==> config.mk <==
export PLATFORM = sky130hd
export DESIGN_NAME = ramped_wet_dry_mixer_flat
export DESIGN_NICKNAME = d
export VERILOG_FILES = /design/src/rtl/core/rwdm_pkg.sv /design/src/rtl/core/rwdm_if.sv /design/src/rtl/core/ramped_wet_dry_mixer.sv /design/src/rtl/core/rwdm_div.sv /design/src/rtl/core/rwdm_mac.sv /design/src/flat_wrapper.sv
export VERILOG_INCLUDE_DIRS = /design/src /design/src/rtl/core
export SDC_FILE = /design/constraint.sdc
export NUM_CORES = 2
export LEC_CHECK = 0
export ABC_AREA = 1
export BUFFER_PORTS_ARGS = -buffer_cell sky130_fd_sc_hd__buf_2
export CAP_MARGIN = 25
export CORE_UTILIZATION = 50
export CTS_CLUSTER_DIAMETER = 40
export DETAILED_ROUTE_END_ITERATION = 10
export PLACE_DENSITY = 0.72
export SLEW_MARGIN = 20
export SYNTH_ARGS = -nofsm -noshare
export SYNTH_HDL_FRONTEND = slang
export SYNTH_SLANG_ARGS = --single-unit
==> constraint.sdc <==
create_clock -name clk -period 9.8 [get_ports clk]
set_input_delay 2.94 -clock clk [delete_from_list [all_inputs] [get_ports clk]]
set_output_delay 2.94 -clock clk [all_outputs]
set_load 0.01 [all_outputs]
==> src/rtl/core/assert_macros.svh <==
// Assertion macros shared by the mixer RTL.
`ifndef ASSERT_MACROS_SVH
`define ASSERT_MACROS_SVH

// Same-cycle implication, held off during reset.
`define RWDM_ASSERT_IMPL(label, clk, rst, ante, cons, msg) \
  label: assert property (@(posedge clk) disable iff (rst) (ante) |-> (cons)) \
    else $error(msg);

// Next-cycle implication, held off during reset.
`define RWDM_ASSERT_NEXT(label, clk, rst, ante, cons, msg) \
  label: assert property (@(posedge clk) disable iff (rst) (ante) |=> (cons)) \
    else $error(msg);

`endif

==> src/rtl/core/rwdm_pkg.sv <==
// Package: widths, constants and shared types of the ramped wet/dry mixer.
`timescale 1ns / 1ps
`default_nettype none
package rwdm_pkg;

  localparam int SAMPLE_W   = 24;
  localparam int GAIN_W     = 32;            // Q4.28 running gain
  localparam int GOAL_W     = 16;            // Q4.12 target
  localparam int INC_W      = 33;            // signed Q4.28 step
  localparam int STEP_W     = 14;            // ramp countdown
  localparam int GAIN_SHIFT = 16;
  localparam int MIX_SHIFT  = 20;
  localparam int COEF_W     = GAIN_W - 8;    // gain truncated to Q4.20
  localparam int PROD_W     = SAMPLE_W + COEF_W + 1;
  localparam int ACC_W      = SAMPLE_W + 26;
  localparam int QUO_W      = 32;            // divider quotient / dividend
  localparam int QCNT_W     = $clog2(QUO_W);

  localparam logic [STEP_W-1:0] RAMP_RESET = STEP_W'(2400);

  // gain index
  localparam logic CH_WET = 1'b0;
  localparam logic CH_DRY = 1'b1;

  typedef logic signed [SAMPLE_W-1:0] sample_t;

  localparam sample_t SAT_MAX = {1'b0, {(SAMPLE_W-1){1'b1}}};
  localparam sample_t SAT_MIN = {1'b1, {(SAMPLE_W-1){1'b0}}};

  typedef enum logic [6:0] {
    S_IDLE  = 7'b0000001,
    S_TAKE  = 7'b0000010,
    S_DIV   = 7'b0000100,
    S_ADV   = 7'b0001000,
    S_MUL   = 7'b0010000,
    S_DRAIN = 7'b0100000,
    S_FIN   = 7'b1000000
  } seq_state_t;

  typedef struct packed {
    logic clear;   // zero both accumulators
    logic issue;   // launch one product
    logic side;    // 0 = left accumulator, 1 = right
  } mac_ctrl_t;

  typedef struct packed {
    logic busy;
    logic done;    // one-cycle pulse, quotient valid
  } div_status_t;

endpackage
`default_nettype wire

==> src/rtl/core/rwdm_if.sv <==
// Channel interfaces: sample input, mixed output and ramp length write.
`timescale 1ns / 1ps
`default_nettype none
interface rwdm_in_if import rwdm_pkg::*; ();
  logic              valid;
  logic              ready;
  sample_t           in_left;
  sample_t           in_right;
  sample_t           wet_left;
  sample_t           wet_right;
  logic [GOAL_W-1:0] wet_target;
  logic [GOAL_W-1:0] dry_target;
  logic              block_start;
  logic              snap;

  modport source (output valid, in_left, in_right, wet_left, wet_right, wet_target,
                  dry_target, block_start, snap, input ready);
  modport sink   (input valid, in_left, in_right, wet_left, wet_right, wet_target,
                  dry_target, block_start, snap, output ready);
endinterface

interface rwdm_out_if import rwdm_pkg::*; ();
  logic    valid;
  logic    ready;
  sample_t out_left;
  sample_t out_right;

  modport source (output valid, out_left, out_right, input ready);
  modport sink   (input valid, out_left, out_right, output ready);
endinterface

interface rwdm_cfg_if import rwdm_pkg::*; ();
  logic              valid;
  logic              ready;
  logic [STEP_W-1:0] ramp_steps;

  modport source (output valid, ramp_steps, input ready);
  modport sink   (input valid, ramp_steps, output ready);
endinterface
`default_nettype wire

==> src/rtl/core/ramped_wet_dry_mixer.sv <==
// Top level: ramped wet/dry stereo mixer with sequencer, gain state and output register.
//
// Channel     Modport  Transaction
// sample_in   sink     dry L/R, wet L/R, wet/dry targets, block_start, snap
// mix_out     source   out_left, out_right (saturated)
// cfg         sink     ramp_steps write (ready while idle)
//
// A sample is taken in IDLE; its result is registered after the states TAKE, ADV, MUL,
// DRAIN and FIN, and with snap TAKE settles both gains in a single pass.
// Each gain whose target changes at a block start (without snap) adds a pass through the serial
// divider (one quotient bit a cycle) before the sequencer goes on.
// The four products go one a cycle through the single multiplier.
// Reset (rst, synchronous) clears all gains, goals and steps and sets ramp_steps to 2400.
// A result waits in the output register; the next sample is taken meanwhile
// and the sequencer only holds at its last step if that register is still full and not being read.
`timescale 1ns / 1ps
`default_nettype none
`include "assert_macros.svh"
module ramped_wet_dry_mixer import rwdm_pkg::*; (
  input  wire logic clk,
  input  wire logic rst,
  rwdm_in_if.sink   sample_in,
  rwdm_out_if.source mix_out,
  rwdm_cfg_if.sink  cfg
);

  seq_state_t state;

  // config
  logic [STEP_W-1:0] ramp_steps;
  logic [STEP_W-1:0] ramp_n;

  // captured sample
  sample_t           dry_l, dry_r, wet_l, wet_r;
  logic [GOAL_W-1:0] tgt_wet, tgt_dry;
  logic              start_r, snap_r;

  // gain state, index CH_WET / CH_DRY
  logic [GAIN_W-1:0] gain_now       [2];
  logic [GOAL_W-1:0] gain_goal      [2];
  logic [INC_W-1:0]  gain_increment [2];
  logic [STEP_W-1:0] steps_left     [2];

  logic ch;        // gain under work in TAKE / DIV
  logic neg;       // sign of the pending ramp difference
  logic [1:0] mcnt;

  // TAKE datapath
  logic [GOAL_W-1:0] tgt_sel;
  logic [INC_W-1:0]  diff;
  logic [INC_W-1:0]  diff_neg;
  logic [QUO_W-1:0]  diff_mag;
  logic              restart;

  // shared units
  logic              div_start;
  div_status_t       div_st;
  logic [QUO_W-1:0]  quotient;
  logic [INC_W-1:0]  quo_ext;
  mac_ctrl_t         mac_ctrl;
  sample_t           mac_sample;
  logic [COEF_W-1:0] mac_coef;
  logic signed [ACC_W-1:0] acc_left, acc_right;

  // output register
  logic    out_vld;
  sample_t out_l, out_r;
  logic    out_free;

  // ------------------------------------------------------------------
  // Config: accepted and written only while idle
  // ------------------------------------------------------------------
  assign cfg.ready = (state == S_IDLE);

  always_ff @(posedge clk) begin
    if (rst) begin
      ramp_steps <= RAMP_RESET;
    end else if (cfg.valid && cfg.ready) begin
      ramp_steps <= cfg.ramp_steps;
    end
  end

  // zero-length ramp runs as one step
  assign ramp_n = (ramp_steps == '0) ? STEP_W'(1) : ramp_steps;

  // ------------------------------------------------------------------
  // Target take: difference (target<<16) - current, as sign and magnitude
  // ------------------------------------------------------------------
  assign tgt_sel  = (ch == CH_WET) ? tgt_wet : tgt_dry;
  assign diff     = {1'b0, tgt_sel, {GAIN_SHIFT{1'b0}}} - {1'b0, gain_now[ch]};
  assign diff_neg = -diff;
  assign diff_mag = diff[INC_W-1] ? diff_neg[QUO_W-1:0] : diff[QUO_W-1:0];
  assign restart  = start_r && (tgt_sel != gain_goal[ch]);
  assign div_start = (state == S_TAKE) && !snap_r && restart;

  // quotient truncates toward zero; reapply the sign
  assign quo_ext = neg ? -{1'b0, quotient} : {1'b0, quotient};

  rwdm_div u_div (
    .clk      (clk),
    .rst      (rst),
    .start    (div_start),
    .dividend (diff_mag),
    .divisor  (ramp_n),
    .status   (div_st),
    .quotient (quotient)
  );

  // ------------------------------------------------------------------
  // Mix: products in order dryL*gd, wetL*gw, dryR*gd, wetR*gw
  // ------------------------------------------------------------------
  always_comb begin
    mac_ctrl.clear = (state == S_ADV);
    mac_ctrl.issue = (state == S_MUL);
    mac_ctrl.side  = mcnt[1];
    case (mcnt)
      2'd0:    begin mac_sample = dry_l; mac_coef = gain_now[CH_DRY][GAIN_W-1:8]; end
      2'd1:    begin mac_sample = wet_l; mac_coef = gain_now[CH_WET][GAIN_W-1:8]; end
      2'd2:    begin mac_sample = dry_r; mac_coef = gain_now[CH_DRY][GAIN_W-1:8]; end
      default: begin mac_sample = wet_r; mac_coef = gain_now[CH_WET][GAIN_W-1:8]; end
    endcase
  end

  rwdm_mac u_mac (
    .clk       (clk),
    .rst       (rst),
    .ctrl      (mac_ctrl),
    .sample    (mac_sample),
    .coef      (mac_coef),
    .acc_left  (acc_left),
    .acc_right (acc_right)
  );

  // round half up at bit 20, then clamp to the sample range
  function automatic sample_t round_sat(input logic signed [ACC_W-1:0] acc);
    logic signed [ACC_W-1:0] r;
    logic signed [ACC_W-1:0] q;
    logic [ACC_W-SAMPLE_W:0] top;
    sample_t res;
    r   = acc + ACC_W'(1 << (MIX_SHIFT - 1));
    q   = r >>> MIX_SHIFT;
    top = q[ACC_W-1:SAMPLE_W-1];
    if ((&top) || !(|top)) begin
      res = q[SAMPLE_W-1:0];
    end else begin
      res = q[ACC_W-1] ? SAT_MIN : SAT_MAX;
    end
    return res;
  endfunction

  // ------------------------------------------------------------------
  // Sequencer
  // ------------------------------------------------------------------
  assign sample_in.ready = (state == S_IDLE);
  assign out_free        = !out_vld || mix_out.ready;

  always_ff @(posedge clk) begin
    if (rst) begin
      state <= S_IDLE;
      ch    <= CH_WET;
      mcnt  <= '0;
      neg   <= 1'b0;
    end else begin
      unique case (state)
        S_IDLE: begin
          if (sample_in.valid) begin
            ch    <= CH_WET;
            state <= S_TAKE;
          end
        end
        S_TAKE: begin
          if (snap_r) begin
            state <= S_ADV;
          end else if (restart) begin
            neg   <= diff[INC_W-1];
            state <= S_DIV;
          end else if (ch == CH_DRY) begin
            state <= S_ADV;
          end else begin
            ch <= CH_DRY;
          end
        end
        S_DIV: begin
          if (div_st.done) begin
            if (ch == CH_DRY) begin
              state <= S_ADV;
            end else begin
              ch    <= CH_DRY;
              state <= S_TAKE;
            end
          end
        end
        S_ADV: begin
          mcnt  <= '0;
          state <= S_MUL;
        end
        S_MUL: begin
          mcnt <= mcnt + 1'b1;
          if (mcnt == 2'd3) begin
            state <= S_DRAIN;
          end
        end
        S_DRAIN: begin
          state <= S_FIN;
        end
        S_FIN: begin
          if (out_free) begin
            state <= S_IDLE;
          end
        end
        default: begin
          state <= S_IDLE;
        end
      endcase
    end
  end

  // sample capture
  always_ff @(posedge clk) begin
    if (sample_in.ready && sample_in.valid) begin
      dry_l   <= sample_in.in_left;
      dry_r   <= sample_in.in_right;
      wet_l   <= sample_in.wet_left;
      wet_r   <= sample_in.wet_right;
      tgt_wet <= sample_in.wet_target;
      tgt_dry <= sample_in.dry_target;
      start_r <= sample_in.block_start;
      snap_r  <= sample_in.snap;
    end
  end

  // gain state: snap / ramp restart / per-sample advance
  always_ff @(posedge clk) begin
    if (rst) begin
      for (int k = 0; k < 2; k++) begin
        gain_now[k]       <= '0;
        gain_goal[k]      <= '0;
        gain_increment[k] <= '0;
        steps_left[k]     <= '0;
      end
    end else begin
      if (state == S_TAKE) begin
        if (snap_r) begin
          gain_goal[CH_WET]      <= tgt_wet;
          gain_goal[CH_DRY]      <= tgt_dry;
          gain_now[CH_WET]       <= {tgt_wet, {GAIN_SHIFT{1'b0}}};
          gain_now[CH_DRY]       <= {tgt_dry, {GAIN_SHIFT{1'b0}}};
          steps_left[CH_WET]     <= '0;
          steps_left[CH_DRY]     <= '0;
          gain_increment[CH_WET] <= '0;
          gain_increment[CH_DRY] <= '0;
        end else if (restart) begin
          gain_goal[ch]  <= tgt_sel;
          steps_left[ch] <= ramp_n;
        end
      end
      if ((state == S_DIV) && div_st.done) begin
        gain_increment[ch] <= quo_ext;
      end
      if (state == S_ADV) begin
        for (int k = 0; k < 2; k++) begin
          if (steps_left[k] == '0) begin
            gain_now[k] <= {gain_goal[k], {GAIN_SHIFT{1'b0}}};
          end else begin
            steps_left[k] <= steps_left[k] - 1'b1;
            // last step lands on the goal exactly
            if (steps_left[k] == STEP_W'(1)) begin
              gain_now[k] <= {gain_goal[k], {GAIN_SHIFT{1'b0}}};
            end else begin
              gain_now[k] <= gain_now[k] + gain_increment[k][GAIN_W-1:0];
            end
          end
        end
      end
    end
  end

  // output register
  always_ff @(posedge clk) begin
    if (rst) begin
      out_vld <= 1'b0;
    end else if ((state == S_FIN) && out_free) begin
      out_vld <= 1'b1;
    end else if (mix_out.ready) begin
      out_vld <= 1'b0;
    end
  end

  always_ff @(posedge clk) begin
    if ((state == S_FIN) && out_free) begin
      out_l <= round_sat(acc_left);
      out_r <= round_sat(acc_right);
    end
  end

  assign mix_out.valid     = out_vld;
  assign mix_out.out_left  = out_l;
  assign mix_out.out_right = out_r;

  // ------------------------------------------------------------------
  // Assertions
  // ------------------------------------------------------------------
  `RWDM_ASSERT_IMPL(a_ready_idle, clk, rst, sample_in.ready, !div_st.busy && (mcnt == 2'd0 || state == S_IDLE), "input ready while divider busy")
  `RWDM_ASSERT_IMPL(a_done_in_div, clk, rst, div_st.done, state == S_DIV, "divider finished outside DIV")
  `RWDM_ASSERT_NEXT(a_div_exit, clk, rst, (state == S_DIV) && div_st.done, (state == S_TAKE) || (state == S_ADV), "bad exit from DIV")
  `RWDM_ASSERT_IMPL(a_wet_settled, clk, rst, (state == S_MUL) && (steps_left[CH_WET] == '0), (gain_now[CH_WET] == {gain_goal[CH_WET], 16'h0000}), "idle wet gain off goal")
  `RWDM_ASSERT_IMPL(a_dry_settled, clk, rst, (state == S_MUL) && (steps_left[CH_DRY] == '0), (gain_now[CH_DRY] == {gain_goal[CH_DRY], 16'h0000}), "idle dry gain off goal")

endmodule
`default_nettype wire

==> src/rtl/core/rwdm_div.sv <==
// Serial restoring divider: 32-bit magnitude by 14-bit ramp length, one bit a cycle.
`timescale 1ns / 1ps
`default_nettype none
module rwdm_div import rwdm_pkg::*; (
  input  wire logic              clk,
  input  wire logic              rst,
  input  wire logic              start,
  input  wire logic [QUO_W-1:0]  dividend,
  input  wire logic [STEP_W-1:0] divisor,
  output div_status_t            status,
  output logic [QUO_W-1:0]       quotient
);

  logic              busy;
  logic              done;
  logic [QCNT_W-1:0] cnt;
  logic [STEP_W-1:0] dvs;
  logic [STEP_W-1:0] rem;
  logic [QUO_W-1:0]  quo;
  logic [STEP_W:0]   rem_sh;
  logic [STEP_W:0]   rem_sub;
  logic              ge;

  // shift in next dividend bit, trial subtract
  assign rem_sh  = {rem, quo[QUO_W-1]};
  assign rem_sub = rem_sh - {1'b0, dvs};
  assign ge      = (rem_sh >= {1'b0, dvs});

  always_ff @(posedge clk) begin
    if (rst) begin
      busy <= 1'b0;
      done <= 1'b0;
      cnt  <= '0;
    end else begin
      done <= 1'b0;
      if (start) begin
        busy <= 1'b1;
        cnt  <= QCNT_W'(QUO_W - 1);
      end else if (busy) begin
        cnt <= cnt - 1'b1;
        if (cnt == '0) begin
          busy <= 1'b0;
          done <= 1'b1;
        end
      end
    end
  end

  always_ff @(posedge clk) begin
    if (start) begin
      dvs <= divisor;
      rem <= '0;
      quo <= dividend;
    end else if (busy) begin
      rem <= ge ? rem_sub[STEP_W-1:0] : rem_sh[STEP_W-1:0];
      quo <= {quo[QUO_W-2:0], ge};
    end
  end

  assign status.busy = busy;
  assign status.done = done;
  assign quotient    = quo;

endmodule
`default_nettype wire

==> src/rtl/core/rwdm_mac.sv <==
// Shared multiply-accumulate: one registered product a cycle into left/right sums.
`timescale 1ns / 1ps
`default_nettype none
module rwdm_mac import rwdm_pkg::*; (
  input  wire logic              clk,
  input  wire logic              rst,
  input  wire mac_ctrl_t         ctrl,
  input  wire sample_t           sample,
  input  wire logic [COEF_W-1:0] coef,
  output logic signed [ACC_W-1:0] acc_left,
  output logic signed [ACC_W-1:0] acc_right
);

  logic signed [PROD_W-1:0] prod;
  logic                     prod_vld;
  logic                     prod_side;

  always_ff @(posedge clk) begin
    if (rst) begin
      prod_vld  <= 1'b0;
      prod_side <= 1'b0;
    end else begin
      prod_vld  <= ctrl.issue;
      prod_side <= ctrl.side;
    end
  end

  // coefficient is unsigned: zero-extend before the signed multiply
  always_ff @(posedge clk) begin
    if (ctrl.issue) begin
      prod <= PROD_W'(sample) * PROD_W'($signed({1'b0, coef}));
    end
  end

  always_ff @(posedge clk) begin
    if (ctrl.clear) begin
      acc_left  <= '0;
      acc_right <= '0;
    end else if (prod_vld) begin
      if (prod_side) begin
        acc_right <= acc_right + ACC_W'(prod);
      end else begin
        acc_left  <= acc_left + ACC_W'(prod);
      end
    end
  end

endmodule
`default_nettype wire
==> src/flat_wrapper.sv <==
// flat-port wrapper written by rule: the top's interface ports become plain ports
module ramped_wet_dry_mixer_flat import rwdm_pkg::*;
  (clk, rst, sample_in_valid, sample_in_in_left, sample_in_in_right, sample_in_wet_left, sample_in_wet_right, sample_in_wet_target, sample_in_dry_target, sample_in_block_start, sample_in_snap, sample_in_ready, mix_out_valid, mix_out_out_left, mix_out_out_right, mix_out_ready, cfg_valid, cfg_ramp_steps, cfg_ready);
  rwdm_in_if sample_in_i ();
  rwdm_out_if mix_out_i ();
  rwdm_cfg_if cfg_i ();
  input  wire logic clk;
  input  wire logic rst;
  input wire logic [$bits(sample_in_i.valid)-1:0] sample_in_valid;
  input wire logic [$bits(sample_in_i.in_left)-1:0] sample_in_in_left;
  input wire logic [$bits(sample_in_i.in_right)-1:0] sample_in_in_right;
  input wire logic [$bits(sample_in_i.wet_left)-1:0] sample_in_wet_left;
  input wire logic [$bits(sample_in_i.wet_right)-1:0] sample_in_wet_right;
  input wire logic [$bits(sample_in_i.wet_target)-1:0] sample_in_wet_target;
  input wire logic [$bits(sample_in_i.dry_target)-1:0] sample_in_dry_target;
  input wire logic [$bits(sample_in_i.block_start)-1:0] sample_in_block_start;
  input wire logic [$bits(sample_in_i.snap)-1:0] sample_in_snap;
  output wire logic [$bits(sample_in_i.ready)-1:0] sample_in_ready;
  output wire logic [$bits(mix_out_i.valid)-1:0] mix_out_valid;
  output wire logic [$bits(mix_out_i.out_left)-1:0] mix_out_out_left;
  output wire logic [$bits(mix_out_i.out_right)-1:0] mix_out_out_right;
  input wire logic [$bits(mix_out_i.ready)-1:0] mix_out_ready;
  input wire logic [$bits(cfg_i.valid)-1:0] cfg_valid;
  input wire logic [$bits(cfg_i.ramp_steps)-1:0] cfg_ramp_steps;
  output wire logic [$bits(cfg_i.ready)-1:0] cfg_ready;
  assign sample_in_i.valid = sample_in_valid;
  assign sample_in_i.in_left = sample_in_in_left;
  assign sample_in_i.in_right = sample_in_in_right;
  assign sample_in_i.wet_left = sample_in_wet_left;
  assign sample_in_i.wet_right = sample_in_wet_right;
  assign sample_in_i.wet_target = sample_in_wet_target;
  assign sample_in_i.dry_target = sample_in_dry_target;
  assign sample_in_i.block_start = sample_in_block_start;
  assign sample_in_i.snap = sample_in_snap;
  assign sample_in_ready = sample_in_i.ready;
  assign mix_out_valid = mix_out_i.valid;
  assign mix_out_out_left = mix_out_i.out_left;
  assign mix_out_out_right = mix_out_i.out_right;
  assign mix_out_i.ready = mix_out_ready;
  assign cfg_i.valid = cfg_valid;
  assign cfg_i.ramp_steps = cfg_ramp_steps;
  assign cfg_ready = cfg_i.ready;
  ramped_wet_dry_mixer u_core (.clk(clk), .rst(rst), .sample_in(sample_in_i), .mix_out(mix_out_i), .cfg(cfg_i));
endmodule
==> run summary <==
The peak per-stage delay on the critical path came out at 550 ps. The kind of path behind the tightest hold check is flip-flop to flip-flop. Buffers placed on the I/O ports in this run total 199.

Of the available clock period, the critical path in the final layout requires 88.57%. The endpoint identified for the worst register-to-register timing path is u_core.u_mac.prod[48]. The tools report the count of pins over their slew limit as 0. From left edge to right edge, the die measures 346.9 um.

The number of cells in the finished layout apart from fillers came out at 9484. The initial core utilization was 50.44%. In this run the mean area of a mapped cell was 7.738 um2. Counting cells, the worst reg-to-reg path comes to 30. The final weighted congestion in routability-driven placement was 1.044; the routing usage on met3 was 4.998%. The floorplan has 126 rows. Counting instances, the worst hold path has a depth of 0.

Maximum fanout count along the critical path: 30. TritonCTS built the clock tree. The number of enable-type register cells in the synthesized netlist was 461.

The kind of end point of the critical path was a flip-flop. Synthesis instantiated 66 different standard cells from the library. The slew at the pin closest to its max-slew limit was 1052 ps. The slowest stage of the critical path is the sky130_fd_sc_hd__fa_1 cell.

For the part of the Yosys area used for sequential elements, the log shows 28.32%. The required time at the endpoint of the critical path was 10210 ps. After synthesis the netlist holds a flip-flop and latch count of 611.

Summed over all nets, the half-perimeter wirelength after detailed placement is 160.6 mm. The overall global routing resource usage came out at 33.02%. The total area inside the core boundary comes to 0.1179 mm2. The category of the most critical setup path is flip-flop to flip-flop. For the clock skew after layout, the log shows 119.7 ps. The most used flip-flop cell after synthesis is sky130_fd_sc_hd__edfxtp_1. For the worst setup path, the data arrival time is 9090 ps. For the initial antenna violation count, the log shows 4. In this run the critical register-to-register path is launched from u_core.mcnt[1]. After the first detailed-routing iteration, the DRC count stood at 5007.

Summed over all layers, the global routing overflow is 0. After synthesis, the share of flip-flops with an asynchronous set or reset is 0%. The number of global-route vias before repair was 53064. The final layout contains routed wiring with a total length of 199.1 mm. The synthesized design spends more area on one cell type than any other, namely sky130_fd_sc_hd__edfxtp_1. In the final layout, the share of cells above drive strength 1 is 7.239%. Entering global routing, the biggest net connects 84 pins. Setup slack closes at 1120 ps. Dividing the detail-routed wire length by the instance count gives 20.99 um. The post-synthesis to final-layout area growth works out to 10.81%. The met2 routing resource usage after global routing is 55.54%, and the chip height is 346.9 um. For the synthesized cell area, the log shows 0.05948 mm2.

In this run the tightest slew margin relative to its limit is 29.86%. Gates resized during post-CTS repair numbered 0. Startpoint type of the worst setup path: a flip-flop. After synthesis, the cell types taking the most area are sky130_fd_sc_hd__edfxtp_1 (23%), sky130_fd_sc_hd__fa_1 (16%), sky130_fd_sc_hd__nand2_1 (11%). Root buffer cell: sky130_fd_sc_hd__clkbuf_16.

The number of setup buffers added after CTS is 0. The startpoint identified for the worst hold timing path is u_core.ramp_steps[3]. Among cell families on the critical path, the largest total delay comes from adder cells. Buffering stage count on the worst path with inverters included: 8.

In the routed design, unresolved DRC markers number 0. The synthesis warning total is 0. The logs give 8898 for the number of nets in the finished design and 11184 for the count of filler cells inserted in the layout. The first global-routing pass estimated 304.7 mm of wire. For met1 alone, demand over resource in global routing was 40.78%. The first TritonRoute pass finished after 6 iterations.

The flow ran to the end, and the final reports show no timing, DRC or antenna violations. The maximum clock frequency was 115.2 MHz; the total number of clock tree sinks was 611. No sink is reached through more buffers than the 3 on the longest clock path. The number of top-level pins is 200, and the clock slew at the register clock pins of the worst setup and hold paths is 60 ps. Clock latency on the worst-skew pair, taken at its later pin, is 780 ps. For hold timing, the worst endpoint is u_core.u_div.dvs[3]. Final core utilization: 55.90%. For the area of the die, the log shows 0.1204 mm2. The tools report the remaining antenna violation count as 0. The cell count after synthesis is 7687. Counting the buffers created by CTS gives 105. Depth of the CTS H-tree: 3. The layer flagged by global routing as most heavily used is met2.

The share of synthesized area in the top cell type comes to 23.27%. By instance count, the cell type seen most on the critical path is sky130_fd_sc_hd__fa_1. The tool flagged a number of max-cap violations equal to 0. At the placement stage, the worst setup path has a slack of 1257 ps. In this run, placement finished with an instance count of 9283. For the hold buffer count at CTS, the log shows 0.

Detailed routing inserted a total of 52976 vias. The routed design could run at a clock period as short as 8680 ps. The tools report the net count after synthesis as 8731. The total negative setup slack is 0 ps, and the detail-routed via count per cell is 5.586. Number of hold violations in the final report: 0. Setup repair after global routing left no endpoint under its margin.

The run gives 0 as the setup violation total in the final timing report. The setup slack of the worst register-to-register path was 1120 ps.
## worst max path at each step
stage                    startpoint  cells after the start               endpoint  slack [ps]
floorplan           sample_in_valid                      2        u_core.dry_l[0]         810
global placement     u_core.mcnt[1]                     30  u_core.u_mac.prod[48]        1420
detailed placement   u_core.mcnt[1]                     30  u_core.u_mac.prod[48]        1260
CTS                  u_core.mcnt[1]                     30  u_core.u_mac.prod[48]        1140
global route         u_core.mcnt[1]                     32  u_core.u_mac.prod[45]         630
finish               u_core.mcnt[1]                     30  u_core.u_mac.prod[48]        1120
## through the flow
step                hold slack (ps)  cell area, um2
CTS                           435.0           65900
global placement              413.3           62120
finish                        437.5           65910
floorplan                     429.4           59480
detailed placement            420.7           62150
global route                  448.3           65910
## final cells by class
type                    count  area [um2]  share of cell area [%]
diodes                      5       12.51                 0.01898
multi-input cells        5535       36780                   55.80
repair buffers            286        1669                   2.532
clock buffers             119        2700                   4.096
inverters                1315        4936                   7.489
flip-flops and latches    611       16850                   25.56
clock inverters            77        1046                   1.587
well taps                1536        1922                   2.916
## state kept, by name, indices dropped and copies added, names as in the netlist, 16 cells and up, named ones only
| signal | flops |
|---|---|
| u_core.mix_out.out_left | 24 |
| u_core.u_mac.prod | 49 |
| u_core.tgt_wet | 16 |
| u_core.u_mac.acc_left | 50 |
| u_core.steps_left | 28 |
| u_core.u_mac.acc_right | 50 |
| u_core.gain_now | 64 |
| u_core.u_div.quotient | 32 |
| u_core.gain_goal | 32 |
| u_core.dry_l | 24 |
| u_core.wet_l | 24 |
| u_core.gain_increment | 64 |
| u_core.dry_r | 24 |
| u_core.tgt_dry | 16 |
| u_core.mix_out.out_right | 24 |
| u_core.wet_r | 24 |
## cell usage after synthesis (23+ instances only)
cell type and instances:
sky130_fd_sc_hd__a21boi_0 23, sky130_fd_sc_hd__a21o_1 28, sky130_fd_sc_hd__a21oi_1 433, sky130_fd_sc_hd__a31oi_1 42, sky130_fd_sc_hd__clkbuf_1 184, sky130_fd_sc_hd__dfxtp_1 150, sky130_fd_sc_hd__edfxtp_1 461, sky130_fd_sc_hd__fa_1 487
sky130_fd_sc_hd__ha_1 408, sky130_fd_sc_hd__inv_1 1294, sky130_fd_sc_hd__nand2_1 1715, sky130_fd_sc_hd__nand3_1 291, sky130_fd_sc_hd__nand4_1 64, sky130_fd_sc_hd__nor2_1 950, sky130_fd_sc_hd__nor3_1 71, sky130_fd_sc_hd__nor4_1 31
sky130_fd_sc_hd__o211ai_1 26, sky130_fd_sc_hd__o21ai_0 424, sky130_fd_sc_hd__o21ai_1 35, sky130_fd_sc_hd__o21bai_1 32, sky130_fd_sc_hd__o22ai_1 33, sky130_fd_sc_hd__xnor2_1 95, sky130_fd_sc_hd__xor2_1 178
## per-layer routing
| layer | wire, um | vias up |
|---|---|---|
| met5 | 0 | - |
| met3 | 14390 | 512 |
| met4 | 11760 | 0 |
| met2 | 94620 | 2192 |
| li1 | - | 24929 |
| met1 | 78340 | 25343 |
## logic make-up after synthesis
family                     Yosys count  share of synthesized area [%]
buffers and inverters             1541                          9.949
DFF                                611                          28.32
adders and majority gates          895                          24.97
and+or+nand+nor                   3218                          22.04
xor gates and xnor gates           273                          4.020
AOI/OAI and AO/OA                 1149                          10.70
## placed cells by master (no fill, tap or decap), types with 22 or more instances in the layout
cell / instances
sky130_fd_sc_hd__nand3_1: 291
sky130_fd_sc_hd__fa_1: 487
sky130_fd_sc_hd__a21boi_0: 23
sky130_fd_sc_hd__a21oi_1: 433
sky130_fd_sc_hd__o21ai_1: 57
sky130_fd_sc_hd__xnor2_1: 95
sky130_fd_sc_hd__nor2_1: 946
sky130_fd_sc_hd__o211ai_1: 26
sky130_fd_sc_hd__o21ai_0: 399
sky130_fd_sc_hd__inv_1: 1292
sky130_fd_sc_hd__nand4_1: 64
sky130_fd_sc_hd__o21bai_1: 32
sky130_fd_sc_hd__o22ai_1: 33
sky130_fd_sc_hd__ha_1: 408
sky130_fd_sc_hd__buf_2: 199
sky130_fd_sc_hd__nor3_1: 71
sky130_fd_sc_hd__or2_2: 22
sky130_fd_sc_hd__xor2_1: 178
sky130_fd_sc_hd__dfxtp_1: 149
sky130_fd_sc_hd__nor4_1: 30
sky130_fd_sc_hd__nand2_1: 1715
sky130_fd_sc_hd__edfxtp_1: 461
sky130_fd_sc_hd__clkbuf_16: 105
sky130_fd_sc_hd__a21o_1: 28
sky130_fd_sc_hd__a31oi_1: 41
sky130_fd_sc_hd__buf_4: 86
Power is not shown: default switching activity piles up to over one toggle a cycle in this logic, so the estimate is an artifact.
